$ cat src/hw/rtl/tcce_pkg.sv
// Shared types and constants for the text console cursor engine.
`default_nettype none

package tcce_pkg;

  localparam int COLUMNS    = 80;
  localparam int ROWS       = 25;
  localparam int CELL_COUNT = ROWS * COLUMNS;

  localparam int ADDR_W = $clog2(CELL_COUNT);
  localparam int ROW_W  = $clog2(ROWS);
  localparam int COL_W  = $clog2(COLUMNS);

  localparam int CHAR_W       = 8;
  localparam int ATTR_W       = 8;
  localparam int CELL_W       = ATTR_W + CHAR_W;
  localparam int IDX_W        = 11;
  localparam int CURSOR_ROW_W = 5;
  localparam int CURSOR_COL_W = 7;

  localparam logic [CHAR_W-1:0] CH_TAB     = 8'd9;
  localparam logic [CHAR_W-1:0] CH_NEWLINE = 8'd10;
  localparam logic [CHAR_W-1:0] CH_RETURN  = 8'd13;
  localparam logic [CHAR_W-1:0] CH_SPACE   = 8'd32;
  localparam logic [ATTR_W-1:0] RESET_ATTR = 8'h0F;

  localparam logic [CELL_W-1:0] RESET_CELL = {RESET_ATTR, CH_SPACE};

  localparam logic REQ_PUT  = 1'b0;
  localparam logic REQ_READ = 1'b1;

  typedef struct packed {
    logic              req_type;
    logic [CHAR_W-1:0] char_code;
    logic [IDX_W-1:0]  cell_index;
  } in_item_t;

  typedef struct packed {
    logic [CELL_W-1:0]       cell_data;
    logic [CURSOR_ROW_W-1:0] cursor_row;
    logic [CURSOR_COL_W-1:0] cursor_column;
  } out_item_t;

  typedef struct packed {
    logic load_item;
    logic exec;
    logic sweep_step;
    logic sweep_boot;
    logic load_out;
  } tcce_cmd_t;

  typedef struct packed {
    logic need_scroll;
    logic sweep_last;
  } tcce_status_t;

endpackage

`default_nettype wire

$ cat src/hw/rtl/tcce_ctrl.sv
// Controller state machine for the text console cursor engine.
`default_nettype none

module tcce_ctrl (
  input  wire logic                  clk,
  input  wire logic                  rst,
  input  wire logic                  in_valid,
  output logic                       in_stall,
  output logic                       out_valid,
  input  wire logic                  out_stall,
  output tcce_pkg::tcce_cmd_t        cmd,
  input  wire tcce_pkg::tcce_status_t status
);

  import tcce_pkg::*;

  typedef enum logic [4:0] {
    ST_CLEAR  = 5'b00001,
    ST_IDLE   = 5'b00010,
    ST_EXEC   = 5'b00100,
    ST_SCROLL = 5'b01000,
    ST_FINISH = 5'b10000
  } state_t;

  state_t state;
  state_t state_next;
  logic   out_free;
  logic   accept;

  assign out_free = !out_valid || !out_stall;
  assign in_stall = !((state == ST_IDLE) || ((state == ST_FINISH) && out_free));
  assign accept   = in_valid && !in_stall;

  always_comb begin
    state_next     = state;
    cmd            = '0;
    cmd.load_item  = accept;
    case (state)
      ST_CLEAR: begin
        cmd.sweep_step = 1'b1;
        cmd.sweep_boot = 1'b1;
        if (status.sweep_last) begin
          state_next = ST_IDLE;
        end
      end
      ST_IDLE: begin
        if (accept) begin
          state_next = ST_EXEC;
        end
      end
      ST_EXEC: begin
        cmd.exec = 1'b1;
        if (status.need_scroll) begin
          state_next = ST_SCROLL;
        end else begin
          state_next = ST_FINISH;
        end
      end
      ST_SCROLL: begin
        cmd.sweep_step = 1'b1;
        if (status.sweep_last) begin
          state_next = ST_FINISH;
        end
      end
      ST_FINISH: begin
        if (out_free) begin
          cmd.load_out = 1'b1;
          state_next   = accept ? ST_EXEC : ST_IDLE;
        end
      end
      default: begin
        state_next = ST_CLEAR;
      end
    endcase
  end

  always_ff @(posedge clk) begin
    if (rst) begin
      state     <= ST_CLEAR;
      out_valid <= 1'b0;
    end else begin
      state <= state_next;
      if (cmd.load_out) begin
        out_valid <= 1'b1;
      end else if (!out_stall) begin
        out_valid <= 1'b0;
      end
    end
  end

endmodule

`default_nettype wire

$ cat config.mk
export PLATFORM = sky130hd
export DESIGN_NAME = tcce_ctrl
export DESIGN_NICKNAME = d
export VERILOG_FILES = /design/src/hw/rtl/tcce_pkg.sv /design/src/hw/rtl/tcce_ctrl.sv
export SDC_FILE = /design/constraint.sdc
export NUM_CORES = 1
export LEC_CHECK = 0
export BUFFER_PORTS_ARGS = -buffer_cell sky130_fd_sc_hd__buf_4
export CAP_MARGIN = 25
export CORE_UTILIZATION = 30
export DETAILED_ROUTE_END_ITERATION = 12
export SLEW_MARGIN = 20
export SYNTH_ARGS = -nofsm -noshare
export SYNTH_HDL_FRONTEND = slang
export SYNTH_SLANG_ARGS = --single-unit
export TNS_END_PERCENT = 5
$ cat constraint.sdc
create_clock -name clk -period 3.5 [get_ports clk]
set_input_delay 0.35 -clock clk [delete_from_list [all_inputs] [get_ports clk]]
set_output_delay 0.35 -clock clk [all_outputs]
set_load 0.02 [all_outputs]
==> summary.md, run 1 <==
| Metric | Value |
|---|---|
| CP required | `3.15 ns` |
| Hold path start | `rst` |
| Post-route cell area | `530.5 sq um` |
| Area grow syn2layout | `23.62%` |
| Path type of the worst setup path | `register to output port` |
| Final clock skew | `0.003700 ns` |
| Worst EP arrival | `1.50 ns` |
| Vias in the first global route | `359` |
| PwrDens | `745.1 nW/um^2` |
| I/O Buffers | `12` |
| Synth top area cells | `dfxtp_1, nor2b_1, o221ai_4` |
| Outcome | `completed` |
| Chip width | `39.82 microns` |
| Endpoints failing setup | `0` |
| Pleak | `0.2192 nW` |
| Normalized max-slew margin | `79.88%` |
| Setup TNS | `0 ns` |
| Final ANT Viol Nets | `0` |
| RSZ-0062 raised after global routing | `no` |
| Switch Pwr | `161.1 uW` |
| Total number of vias | `398` |
| Hold Crit Depth | `2` |
| Final worst-path cycle share | `52.98%` |
| Final wirelength | `910 microns` |
| TritonCTS clock tree | `yes` |
| Worst setup EP type | `output port` |
| PnR worst setup slack | `1.646 ns` |
| Hold Crit Class | `input port to register` |
| Slew at the pin closest to its max-slew limit | `0.3015 ns` |
| Hpwl dp | `679.2 microns` |
| Int Power | `234.2 uW` |
| Ys Warns | `0` |
| Flop2flop setup slack | `1.82 ns` |
| Count of hold-fix buffers inserted at cts | `0` |
| Unique masters post-synth | `24` |
| Gr usage total | `14.45%` |
| DRT iter0 DRCs | `8` |
| Number of H-tree levels | `1` |
| CTS Buf Count | `3` |
| Register cell area after layout | `120.1 sq um` |
| Clock Sinks | `6` |
| Crit start category | `register` |
| Area leader, netlist | `dfxtp_1` |
| Post-layout minimum cycle time | `1.854 ns` |
| Fraction of layout cells with a size suffix above 1 | `31.75%` |
| Remaining DRCs | `0` |
| Gate Count Post-Synth | `51` |
| Final hold vios | `0` |
| Hold Path Sink | `out_valid$_SDFFE_PP0P_` |
| Worst-path clk slew | `0.05 ns` |
| Cell Chain, Critical Path | `or3_1, nor3b_2, buf_4` |
| Boundary pin count | `13` |
| Largest net degree at the start of global routing | `9` |
| Layout Nets | `71` |
| Insertion delay to the later sink of the worst-skew pair | `0.25 ns` |
| Max Freq | `0.5392 GHz` |
| WHS | `0.3276 ns` |
| # rows | `13` |
| Non-filler instance count after layout | `78` |
| Synthesized flop and latch total | `6` |
| Slowest cell on crit path | `or3_1` |
| Final Slew Violations | `0` |
| # resized after CTS | `0` |
| Switching Share | `40.76%` |
| Antenna violations before repair | `0` |
| Critical path peak fanout | `8` |
| Crit path depth | `3` |
| Synth Cell Area | `429.2 sq um` |
| DP Cell Count | `75` |
| Die Height | `39.82 microns` |
| Cell area after placement | `508.0 sq um` |
| CP max stage delay | `0.44 ns` |
| R2R depth | `5` |
| Post-CTS setup buffers | `0` |
| Syn Nets | `57` |
| Reg2Reg Launch Point | `state[3]$_SDFFE_PP0P_` |
| Core box area | `1318 sq um` |
| N_diodes | `0` |
| Top delay family on crit path | `simple AND/OR/NAND/NOR gates` |
| VDD IR max | `0.0003315 V` |
| Post-synthesis sequential area ratio | `27.99%` |
| R2r endpoint | `state[1]$_SDFFE_PP0P_` |
| Final Core Density | `40.27%` |
| Multi-input gate area | `271.5 sq um` |
| Longest Clk Path Bufs | `2` |
| Global-route wire length before repair | `1.462 mm` |
| Worst path bufs/invs | `1` |
| Grt total ovfl | `0` |
| Sequential power share | `26.3%` |
| Initial Utilization | `32.57%` |
| Clk root buf | `clkbuf_4` |
| Pre-CTS setup slack | `1.837 ns` |
| Vias per cell | `5.103` |
| DR pass1 iterations | `2` |
| Combinational share of power | `57.4%` |
| WL/cell | `11.67 microns` |
| Pwr Total | `395.3 uW` |
| Mapped Avg Cell Area | `8.415 sq um` |
| Clk pwr share | `16.3%` |
| Routability Congestion | `0.8100` |
| Yosys top cell area share | `27.99%` |
| Full die area | `1586 sq um` |
| Max-cap violations | `0` |
| Number of fill cells | `135` |
## cell usage after synthesis (all sizes together)
library cell and number:
or4 1, and4b 1, o221ai 1, buf 3, inv 2, a21o 1
o21ai 3, a221oi 1, and2 1, or3 1, a22oi 1, nor2 4
dfxtp 6, a21oi 5, nor3b 2, nor2b 5, nand2 4, or3b 1
a211o 1, xnor2 2, nor3 5
## sequential cells by signal, indices dropped and copies added, names as in the netlist
register and flops:
state 5, out_valid 1
## cells in the final DEF, fill, tap and decap left out, drive strengths merged
cell / instances
inv: 2
nor3: 5
nor3b: 2
or3b: 1
xnor2: 2
o21ai: 3
and4b: 1
nand2: 4
a221oi: 1
or3: 1
a22oi: 1
dfxtp: 6
or4: 1
nor2: 4
a21o: 1
buf: 12
clkbuf: 3
a211o: 1
and2: 1
o221ai: 1
nor2b: 5
a21oi: 5
## power groups by stage
stage,clock network (mW),registers [mW],logic (mW)
after global placement,0,0.105,0.227
final,0.0643,0.104,0.227
after CTS,0.0679,0.104,0.227
after global routing,0.0699,0.108,0.250
after detailed placement,0,0.106,0.227
after floorplan,0,0.0937,0.190
## per-layer routing
| metal | wire, microns | up-vias | part of all wire [%] | track usage [%] |
|---|---|---|---|---|
| li1 | - | 205 | - | - |
| met5 | 0 | - | 0 | 0 |
| met2 | 372 | 14 | 41 | 21.72 |
| met3 | 68 | 0 | 7.5 | 8.523 |
| met4 | 0 | 0 | 0 | 2.586 |
| met1 | 468 | 179 | 51 | 17.63 |
## how the worst max path moves through the flow
stage	startpoint	end	slack [ns]
after floorplan	state[0]$_SDFFE_PP1P_	state[0]$_SDFFE_PP1P_	1.80
after global placement	state[3]$_SDFFE_PP0P_	state[1]$_SDFFE_PP0P_	1.84
after detailed placement	state[3]$_SDFFE_PP0P_	state[1]$_SDFFE_PP0P_	1.84
after CTS	state[0]$_SDFFE_PP1P_	cmd[3]	1.64
after global routing	state[4]$_SDFFE_PP0P_	cmd[4]	1.52
final	state[0]$_SDFFE_PP1P_	cmd[3]	1.65
## area by class of cell
type,instances,share of cell area (%)
Inverter,2,1.415
Clock buffer,3,4.245
Tap cell,15,3.538
Sequential cell,6,22.64
Timing Repair Buffer,12,16.98
Multi-Input combinational cell,40,51.18
## logic make-up after synthesis
family / synth area share, %
AO/OA/AOI/OAI: 24.49
XOR/XNOR: 4.082
buffers and inverters: 8.747
flip-flops: 27.99
AND/OR/NAND/NOR: 34.69
No activity file was read; power rests on OpenSTA's default activity.
==> run 2, diff against run 1 <==
==> constraint.sdc (replaced) <==
create_clock -name clk -period 1.5 [get_ports clk]
set_input_delay 0.15 -clock clk [delete_from_list [all_inputs] [get_ports clk]]
set_output_delay 0.15 -clock clk [all_outputs]
set_load 0.02 [all_outputs]
==> summary.md, run 2 (same netlist as run 1, synthesis figures left out) <==
| Metric | Value |
|---|---|
| Outcome | `finished, violations left` |
| Failing checks | `negative setup slack` |
| Chip width | `39.82 microns (unchanged)` |
| Worst-path clk slew | `0.05 ns (about the same)` |
| GR Layer Usage met1 | `17.97% (+0.34 points)` |
| I/O Buffers | `12 (unchanged)` |
| Max Freq | `0.6455 GHz` |
| Critical path peak fanout | `7 (-1)` |
| Total number of vias | `429 (+7.8%)` |
| Largest register by flop count | `state` |
| Final wirelength | `985 microns (+8.2%)` |
| Largest net degree at the start of global routing | `9 (unchanged)` |
| TritonCTS clock tree | `yes` |
| Path type of the worst setup path | `register to output port` |
| Insertion delay to the later sink of the worst-skew pair | `0.24 ns (about the same)` |
| Hpwl dp | `725.2 microns (+6.8%)` |
| Met2 usage | `25.00% (+3.3 points)` |
| WL/cell | `11.59 microns (-0.67%)` |
| Max-cap violations | `0 (unchanged)` |
| Worst EP arrival | `1.40 ns (-0.10 ns)` |
| Count of hold-fix buffers inserted at cts | `0 (unchanged)` |
| Core box area | `1318 sq um (unchanged)` |
| Gr usage total | `15.51% (+1.1 points)` |
| Die Height | `39.82 microns (unchanged)` |
| Layout Nets | `78 (+9.9%)` |
| Vias in the first global route | `396 (+10%)` |
| PwrDens | `1680 nW/um^2 (+130%)` |
| Number of fill cells | `135 (unchanged)` |
| Fraction of layout cells with a size suffix above 1 | `54.29% (+23 points)` |
| Antenna violations before repair | `0 (unchanged)` |
| Final Slew Violations | `0 (unchanged)` |
| Routability Congestion | `0.7826 (-3.4%)` |
| Pleak | `0.2610 nW (+19%)` |
| Full die area | `1586 sq um (unchanged)` |
| Non-filler instance count after layout | `85 (+9.0%)` |
| # rows | `13 (unchanged)` |
| Normalized max-slew margin | `80.16% (+0.28 points)` |
| Combinational share of power | `61.9% (+4.5 points)` |
| Pwr Total | `1.072 mW (+170%)` |
| Clock Sinks | `6 (unchanged)` |
| Switch Pwr | `421.6 uW (+160%)` |
| Grt total ovfl | `0 (unchanged)` |
| Longest Clk Path Bufs | `2 (unchanged)` |
| Int Power | `650.4 uW (+180%)` |
| Biggest regs | `state x5, out_valid x1` |
| Hold Crit Class | `input port to register` |
| Most frequent cells in the layout | `buf_4, a21oi_1, nor2_1, dfxtp_2` |
| Initial Utilization | `32.57% (unchanged)` |
| Worst setup EP type | `output port` |
| Vias per cell | `5.047 (-1.1%)` |
| DP Cell Count | `81 (+8.0%)` |
| Post-layout minimum cycle time | `1.549 ns` |
| Clk pwr share | `14.0% (-2.3 points)` |
| Remaining DRCs | `0 (unchanged)` |
| Crit start category | `register` |
| Clk root buf | `clkbuf_4` |
| RSZ-0062 raised after global routing | `yes` |
| WHS | `0.1242 ns (-0.2033 ns)` |
| Switching Share | `39.33% (-1.4 points)` |
| Sequential power share | `24.0% (-2.3 points)` |
| Busiest metal layer after global routing | `met2` |
| CTS Buf Count | `3 (unchanged)` |
| CP required | `1.35 ns (-1.80 ns)` |
| Final ANT Viol Nets | `0 (unchanged)` |
| DRT iter0 DRCs | `1 (-7)` |
| Final Core Density | `48.43% (+8.2 points)` |
| DR pass1 iterations | `2 (unchanged)` |
| Final worst-path cycle share | `103.3%` |
| Boundary pin count | `13 (unchanged)` |
| GRT met3 Usage | `6.818% (-1.7 points)` |
| VDD IR max | `0.001156 V (+250%)` |
| Area grow syn2layout | `48.69%` |
| Global-route wire length before repair | `1.566 mm (+7.1%)` |
| PnR worst setup slack | `-0.04908 ns (-1.695 ns)` |
| Number of H-tree levels | `1 (unchanged)` |
| Final clock skew | `0.002297 ns (-0.001403 ns)` |
| Slew at the pin closest to its max-slew limit | `0.2976 ns (-0.003805 ns)` |
| N_diodes | `0 (unchanged)` |
| Final hold vios | `0 (unchanged)` |
| Commonest non-fill, non-tap cell in the layout | `buf_4` |
| Endpoints failing setup | `4 (+4)` |
| Largest register FFs | `5 (unchanged)` |
==> run 2: critical path: stages, from the launching register on <==
cell     delay [ns]
dfxtp_4        0.37
or3_4          0.39
nor3b_4        0.24
buf_6          0.15
==> run 2: cell type report <==
type                    count  area (sq um)  area share [%]
clock buffers               3         22.52           3.529
inverters                   2         7.507           1.176
multi-input cells          40         314.1           49.22
flip-flops and latches      6         128.9           20.20
well taps                  15         18.77           2.941
repair buffers             19         146.4           22.94
==> run 2: per-stage QoR <==
step | setup TNS [ns] | worst slack (ns) | instance area, sq um
6_report | -0.08490 | -0.04908 | 638.1
5_1_grt | -0.5457 | -0.1109 | 638.1
4_1_cts | -0.1700 | -0.05288 | 625.6
3_5_place_dp | -0.03636 | -0.02531 | 564.3
3_3_place_gp | -0.01810 | -0.01810 | 564.3
2_1_floorplan | -0.1193 | -0.06531 | 440.4
==> run 2: worst paths after layout <==
path | from | to | slack [ns] | depth (start not counted)
setup / recovery | state[1]$_SDFFE_PP0P_ | cmd[3] | -0.05 | 3
hold / removal | rst | out_valid$_SDFFE_PP0P_ | 0.12 | 2
setup reg to reg | state[3]$_SDFFE_PP0P_ | state[3]$_SDFFE_PP0P_ | 0 | 6
hold reg to reg | state[0]$_SDFFE_PP1P_ | state[0]$_SDFFE_PP1P_ | 0.52 | 1
==> run 2: layer usage <==
| layer | up-vias | wire [microns] |
|---|---|---|
| li1 | 222 | - |
| met1 | 194 | 475 |
| met2 | 13 | 442 |
| met3 | 0 | 67 |
| met4 | 0 | 0 |
| met5 | - | 0 |
==> run 2: repair_timing <==
item | in CTS | in global routing
resized for setup | 11 | 4
pin swaps | 3 | 0
buffers inserted | 1 | 0
setup endpoints to repair | 8 | 9
==> run 2: power groups by stage <==
stage	clock network (mW)	registers, mW	logic (mW)
floorplan	0	0.220	0.461
global placement	0	0.237	0.622
detailed placement	0	0.239	0.621
CTS	0.155	0.251	0.646
global route	0.161	0.263	0.714
finish	0.151	0.258	0.664
==> run 3, diff against run 2 <==
--- a/config.mk
+++ b/config.mk
@@ -5,10 +5,12 @@
 export SDC_FILE = /design/constraint.sdc
 export NUM_CORES = 1
 export LEC_CHECK = 0
+export ABC_AREA = 1
 export BUFFER_PORTS_ARGS = -buffer_cell sky130_fd_sc_hd__buf_4
 export CAP_MARGIN = 25
-export CORE_UTILIZATION = 30
+export CORE_AREA = 2 2 39 41
 export DETAILED_ROUTE_END_ITERATION = 12
+export DIE_AREA = 0 0 41 43
 export SLEW_MARGIN = 20
 export SYNTH_ARGS = -nofsm -noshare
 export SYNTH_HDL_FRONTEND = slang
==> summary.md, run 3 <==
| Metric | Value |
|---|---|
| Layout Nets | `85 (+9.0%)` |
| Boundary pin count | `13 (unchanged)` |
| Synthesized-area fraction occupied by and/or/nand/nor cells | `42.16% (+7.5 points)` |
| Slowest cell on crit path | `dfxtp_2` |
| Vias per cell | `4.785 (-5.2%)` |
| Count leader, synth | `nand2_1` |
| Grt total ovfl | `0 (unchanged)` |
| Worst EP arrival | `1.25 ns (-0.15 ns)` |
| Top FF cell, synth | `dfxtp_1` |
| R2R depth | `6 (unchanged)` |
| Hpwl dp | `742.6 microns (+2.4%)` |
| Post-route cell area | `565.5 sq um (-11%)` |
| Final worst-path cycle share | `93.47% (-9.8 points)` |
| Clk root buf | `clkbuf_4` |
| Remaining DRCs | `0 (unchanged)` |
| # rows | `14 (+1)` |
| I/O Buffers | `12 (unchanged)` |
| Area leader, netlist | `dfxtp_1` |
| Outcome | `completed` |
| Worst Setup EP | `cmd[4]` |
| Crit path depth | `8 (+5)` |
| Area grow syn2layout | `47.71%` |
| Fraction of layout cells with a size suffix above 1 | `48.05% (-6.2 points)` |
| Mapped Avg Cell Area | `6.277 sq um (-25%)` |
| Most frequent CP cell | `nand2_2` |
| Cell Chain, Critical Path | `inv_4, nand2_2, nor2_4, nand3_2, nand2_2, nand2_1, inv_1, buf_4` |
| Total number of vias | `445 (+3.7%)` |
| Chip width | `41 microns (+3.0%)` |
| Initial Utilization | `27.67% (-4.9 points)` |
| Pleak | `0.2940 nW (+13%)` |
| Top cells by count, synth | `nand2_1, inv_1, dfxtp_1, nor2_1` |
| N_diodes | `0 (unchanged)` |
| WL met3 | `55 microns (-18%)` |
| Commonest non-fill, non-tap cell in the layout | `buf_4` |
| Global-route wire length before repair | `1.504 mm (-4.0%)` |
| Ys Warns | `0 (unchanged)` |
| VDD IR max | `0.0003982 V (-66%)` |
| Largest net degree at the start of global routing | `9 (unchanged)` |
| Compound-Gate Fraction of Synth Area | `11.76% (-13 points)` |
| WL/cell | `10.18 microns (-12%)` |
| Final wirelength | `947 microns (-3.9%)` |
| Synth top area cells | `dfxtp_1, nand2_1, inv_1` |
| Max Used Layer | `met4` |
| Hold Crit Class | `input port to register` |
| Core box area | `1384 sq um (+5.0%)` |
| Normalized max-slew margin | `79.62% (-0.54 points)` |
| Die Height | `43 microns (+8.0%)` |
| Synth Cell Area | `382.9 sq um (-11%)` |
| Largest family of logic cells by synthesized area | `simple AND/OR/NAND/NOR gates` |
| Metal2 WL | `455 microns (+2.9%)` |
| Endpoints failing setup | `0 (-4)` |
| Crit start category | `register` |
| Final hold vios | `0 (unchanged)` |
| Max-cap violations | `0 (unchanged)` |
| Largest register by flop count | `state` |
| CP startpoint | `state[1]$_SDFFE_PP0P_` |
| Critical path peak fanout | `3 (-4)` |
| Multiplexer area fraction after synthesis | `0% (unchanged)` |
| Worst path bufs/invs | `3 (+2)` |
| Number of H-tree levels | `1 (unchanged)` |
| DR pass1 iterations | `4 (+2)` |
| Full die area | `1763 sq um (+11%)` |
| Number of fill cells | `157 (+16%)` |
| R2r endpoint | `state[1]$_SDFFE_PP0P_` |
| Clock Sinks | `6 (unchanged)` |
| Most frequent cells in the layout | `buf_4, nand2_1, inv_1` |
| Antenna violations before repair | `0 (unchanged)` |
| PwrDens | `1072 nW/um^2 (-36%)` |
| Final Slew Violations | `0 (unchanged)` |
| Post-layout minimum cycle time | `1.402 ns (-0.1470 ns)` |
| Post-synthesis xor/xnor area fraction | `0% (-4.1 points)` |
| Reg2Reg Launch Point | `state[2]$_SDFFE_PP0P_` |
| Syn Nets | `67 (+18%)` |
| Final ANT Viol Nets | `0 (unchanged)` |
| Final Core Density | `40.87% (-7.6 points)` |
| Largest register FFs | `5 (unchanged)` |
| Path type of the worst setup path | `register to output port` |
| Worst-path clk slew | `0.05 ns (about the same)` |
| TritonCTS clock tree | `yes` |
| DRT iter0 DRCs | `17 (+16)` |
| Post-Synth Adder-Cell Area | `0% (unchanged)` |
| Slew at the pin closest to its max-slew limit | `0.3046 ns (+0.006934 ns)` |
| Worst setup EP type | `output port` |
| Gr usage total | `13.04% (-2.5 points)` |
| Top delay family on crit path | `simple AND/OR/NAND/NOR gates` |
| Longest Clk Path Bufs | `2 (unchanged)` |
| CTS Buf Count | `3 (unchanged)` |
| Insertion delay to the later sink of the worst-skew pair | `0.26 ns (+0.02 ns)` |
| Ys async rst share | `0% (unchanged)` |
| Yosys top cell area share | `31.37% (+3.4 points)` |
| Met1 wire length | `404 microns (-15%)` |
| Gate Count Post-Synth | `61 (+20%)` |
| Routability Congestion | `0.8437 (+7.8%)` |
| EDFF count, synth | `0 (unchanged)` |
| Post-synthesis sequential area ratio | `31.37% (+3.4 points)` |
| Flop2flop setup slack | `0.32 ns (+0.32 ns)` |
| Biggest regs | `state x5, out_valid x1` |
| CP max stage delay | `0.34 ns (-0.05 ns)` |
| Max Freq | `0.7132 GHz (+10%)` |
| Cell area after placement | `485.5 sq um (-14%)` |
| Final clock skew | `0.006985 ns (+0.004688 ns)` |
| CP required | `1.35 ns (about the same)` |
| Synthesized flop and latch total | `6 (unchanged)` |
| Unique masters post-synth | `16 (-33%)` |
| Vias in the first global route | `375 (-5.3%)` |
==> run 3: changes by cell type in the layout (fill, tap and decap cells not counted), moves of 4 or more <==
cell / before / now
inv_1: 2 / 8
buf_4: 18 / 14
nand2_1: 3 / 11
nand4_1: 0 / 4
inv_2: 0 / 4
==> run 3: worst min-delay path by stage <==
stage | slack [ns] | cells past startpoint | start | to
floorplan | 0.21 | 1 | rst | state[1]$_SDFFE_PP0P_
finish | 0.09 | 2 | rst | state[1]$_SDFFE_PP0P_
CTS | 0.09 | 2 | rst | state[4]$_SDFFE_PP0P_
global placement | 0.37 | 2 | rst | state[4]$_SDFFE_PP0P_
detailed placement | 0.36 | 2 | rst | state[4]$_SDFFE_PP0P_
global route | 0.09 | 2 | rst | state[1]$_SDFFE_PP0P_
==> run 3: where the power goes <==
part	internal (mW)	switching, mW
clock	0.0911	0.0671
combinational	0.102	0.145
sequential	0.177	0.0237
==> run 3: area by class of cell <==
class	count	area [sq um]	area share, %
sequential	6	123.9	21.90
timing repair buffer	14	105.1	18.58
multi-input combinational	41	242.7	42.92
tap	16	20.02	3.540
inverter	13	51.30	9.071
clock buffer	3	22.52	3.982
==> run 3: kinds of logic (layout without fill, tap and decap cells) <==
| family | Yosys count | count (layout) |
|---|---|---|
| AO/OA/AOI/OAI | 7 | 7 |
| buffers and inverters | 14 | 30 |
| flip-flops | 6 | 6 |
| AND/OR/NAND/NOR | 34 | 34 |
==> run 3: repair_timing <==
item | 4_1_cts | 5_1_grt
pin swaps | 0 | 2
buffers inserted | 0 | 2
gates resized for setup | 1 | 14
hold buffers | 0 | 0
setup endpoints to repair | 1 | 2
==> run 3: through the flow <==
step                instances  power (mW)  setup slack [ns]  hold slack, ns  setup TNS [ns]
finish                     93      0.6063           0.09790         0.09090               0
global route               93      0.6499         -0.006158         0.08516       -0.006158
CTS                        91      0.5713          0.002546         0.09389               0
detailed placement         88      0.4111            0.2547          0.3621               0
global placement           88      0.4095            0.2482          0.3685               0
floorplan                  61      0.3373            0.3626          0.2124               0
==> run 3: routing by layer <==
metal,track usage (%),vias to the layer above
met1,14.10,197
met3,5.236,5
met5,0,-
met4,10.00,0
li1,-,231
met2,19.06,12
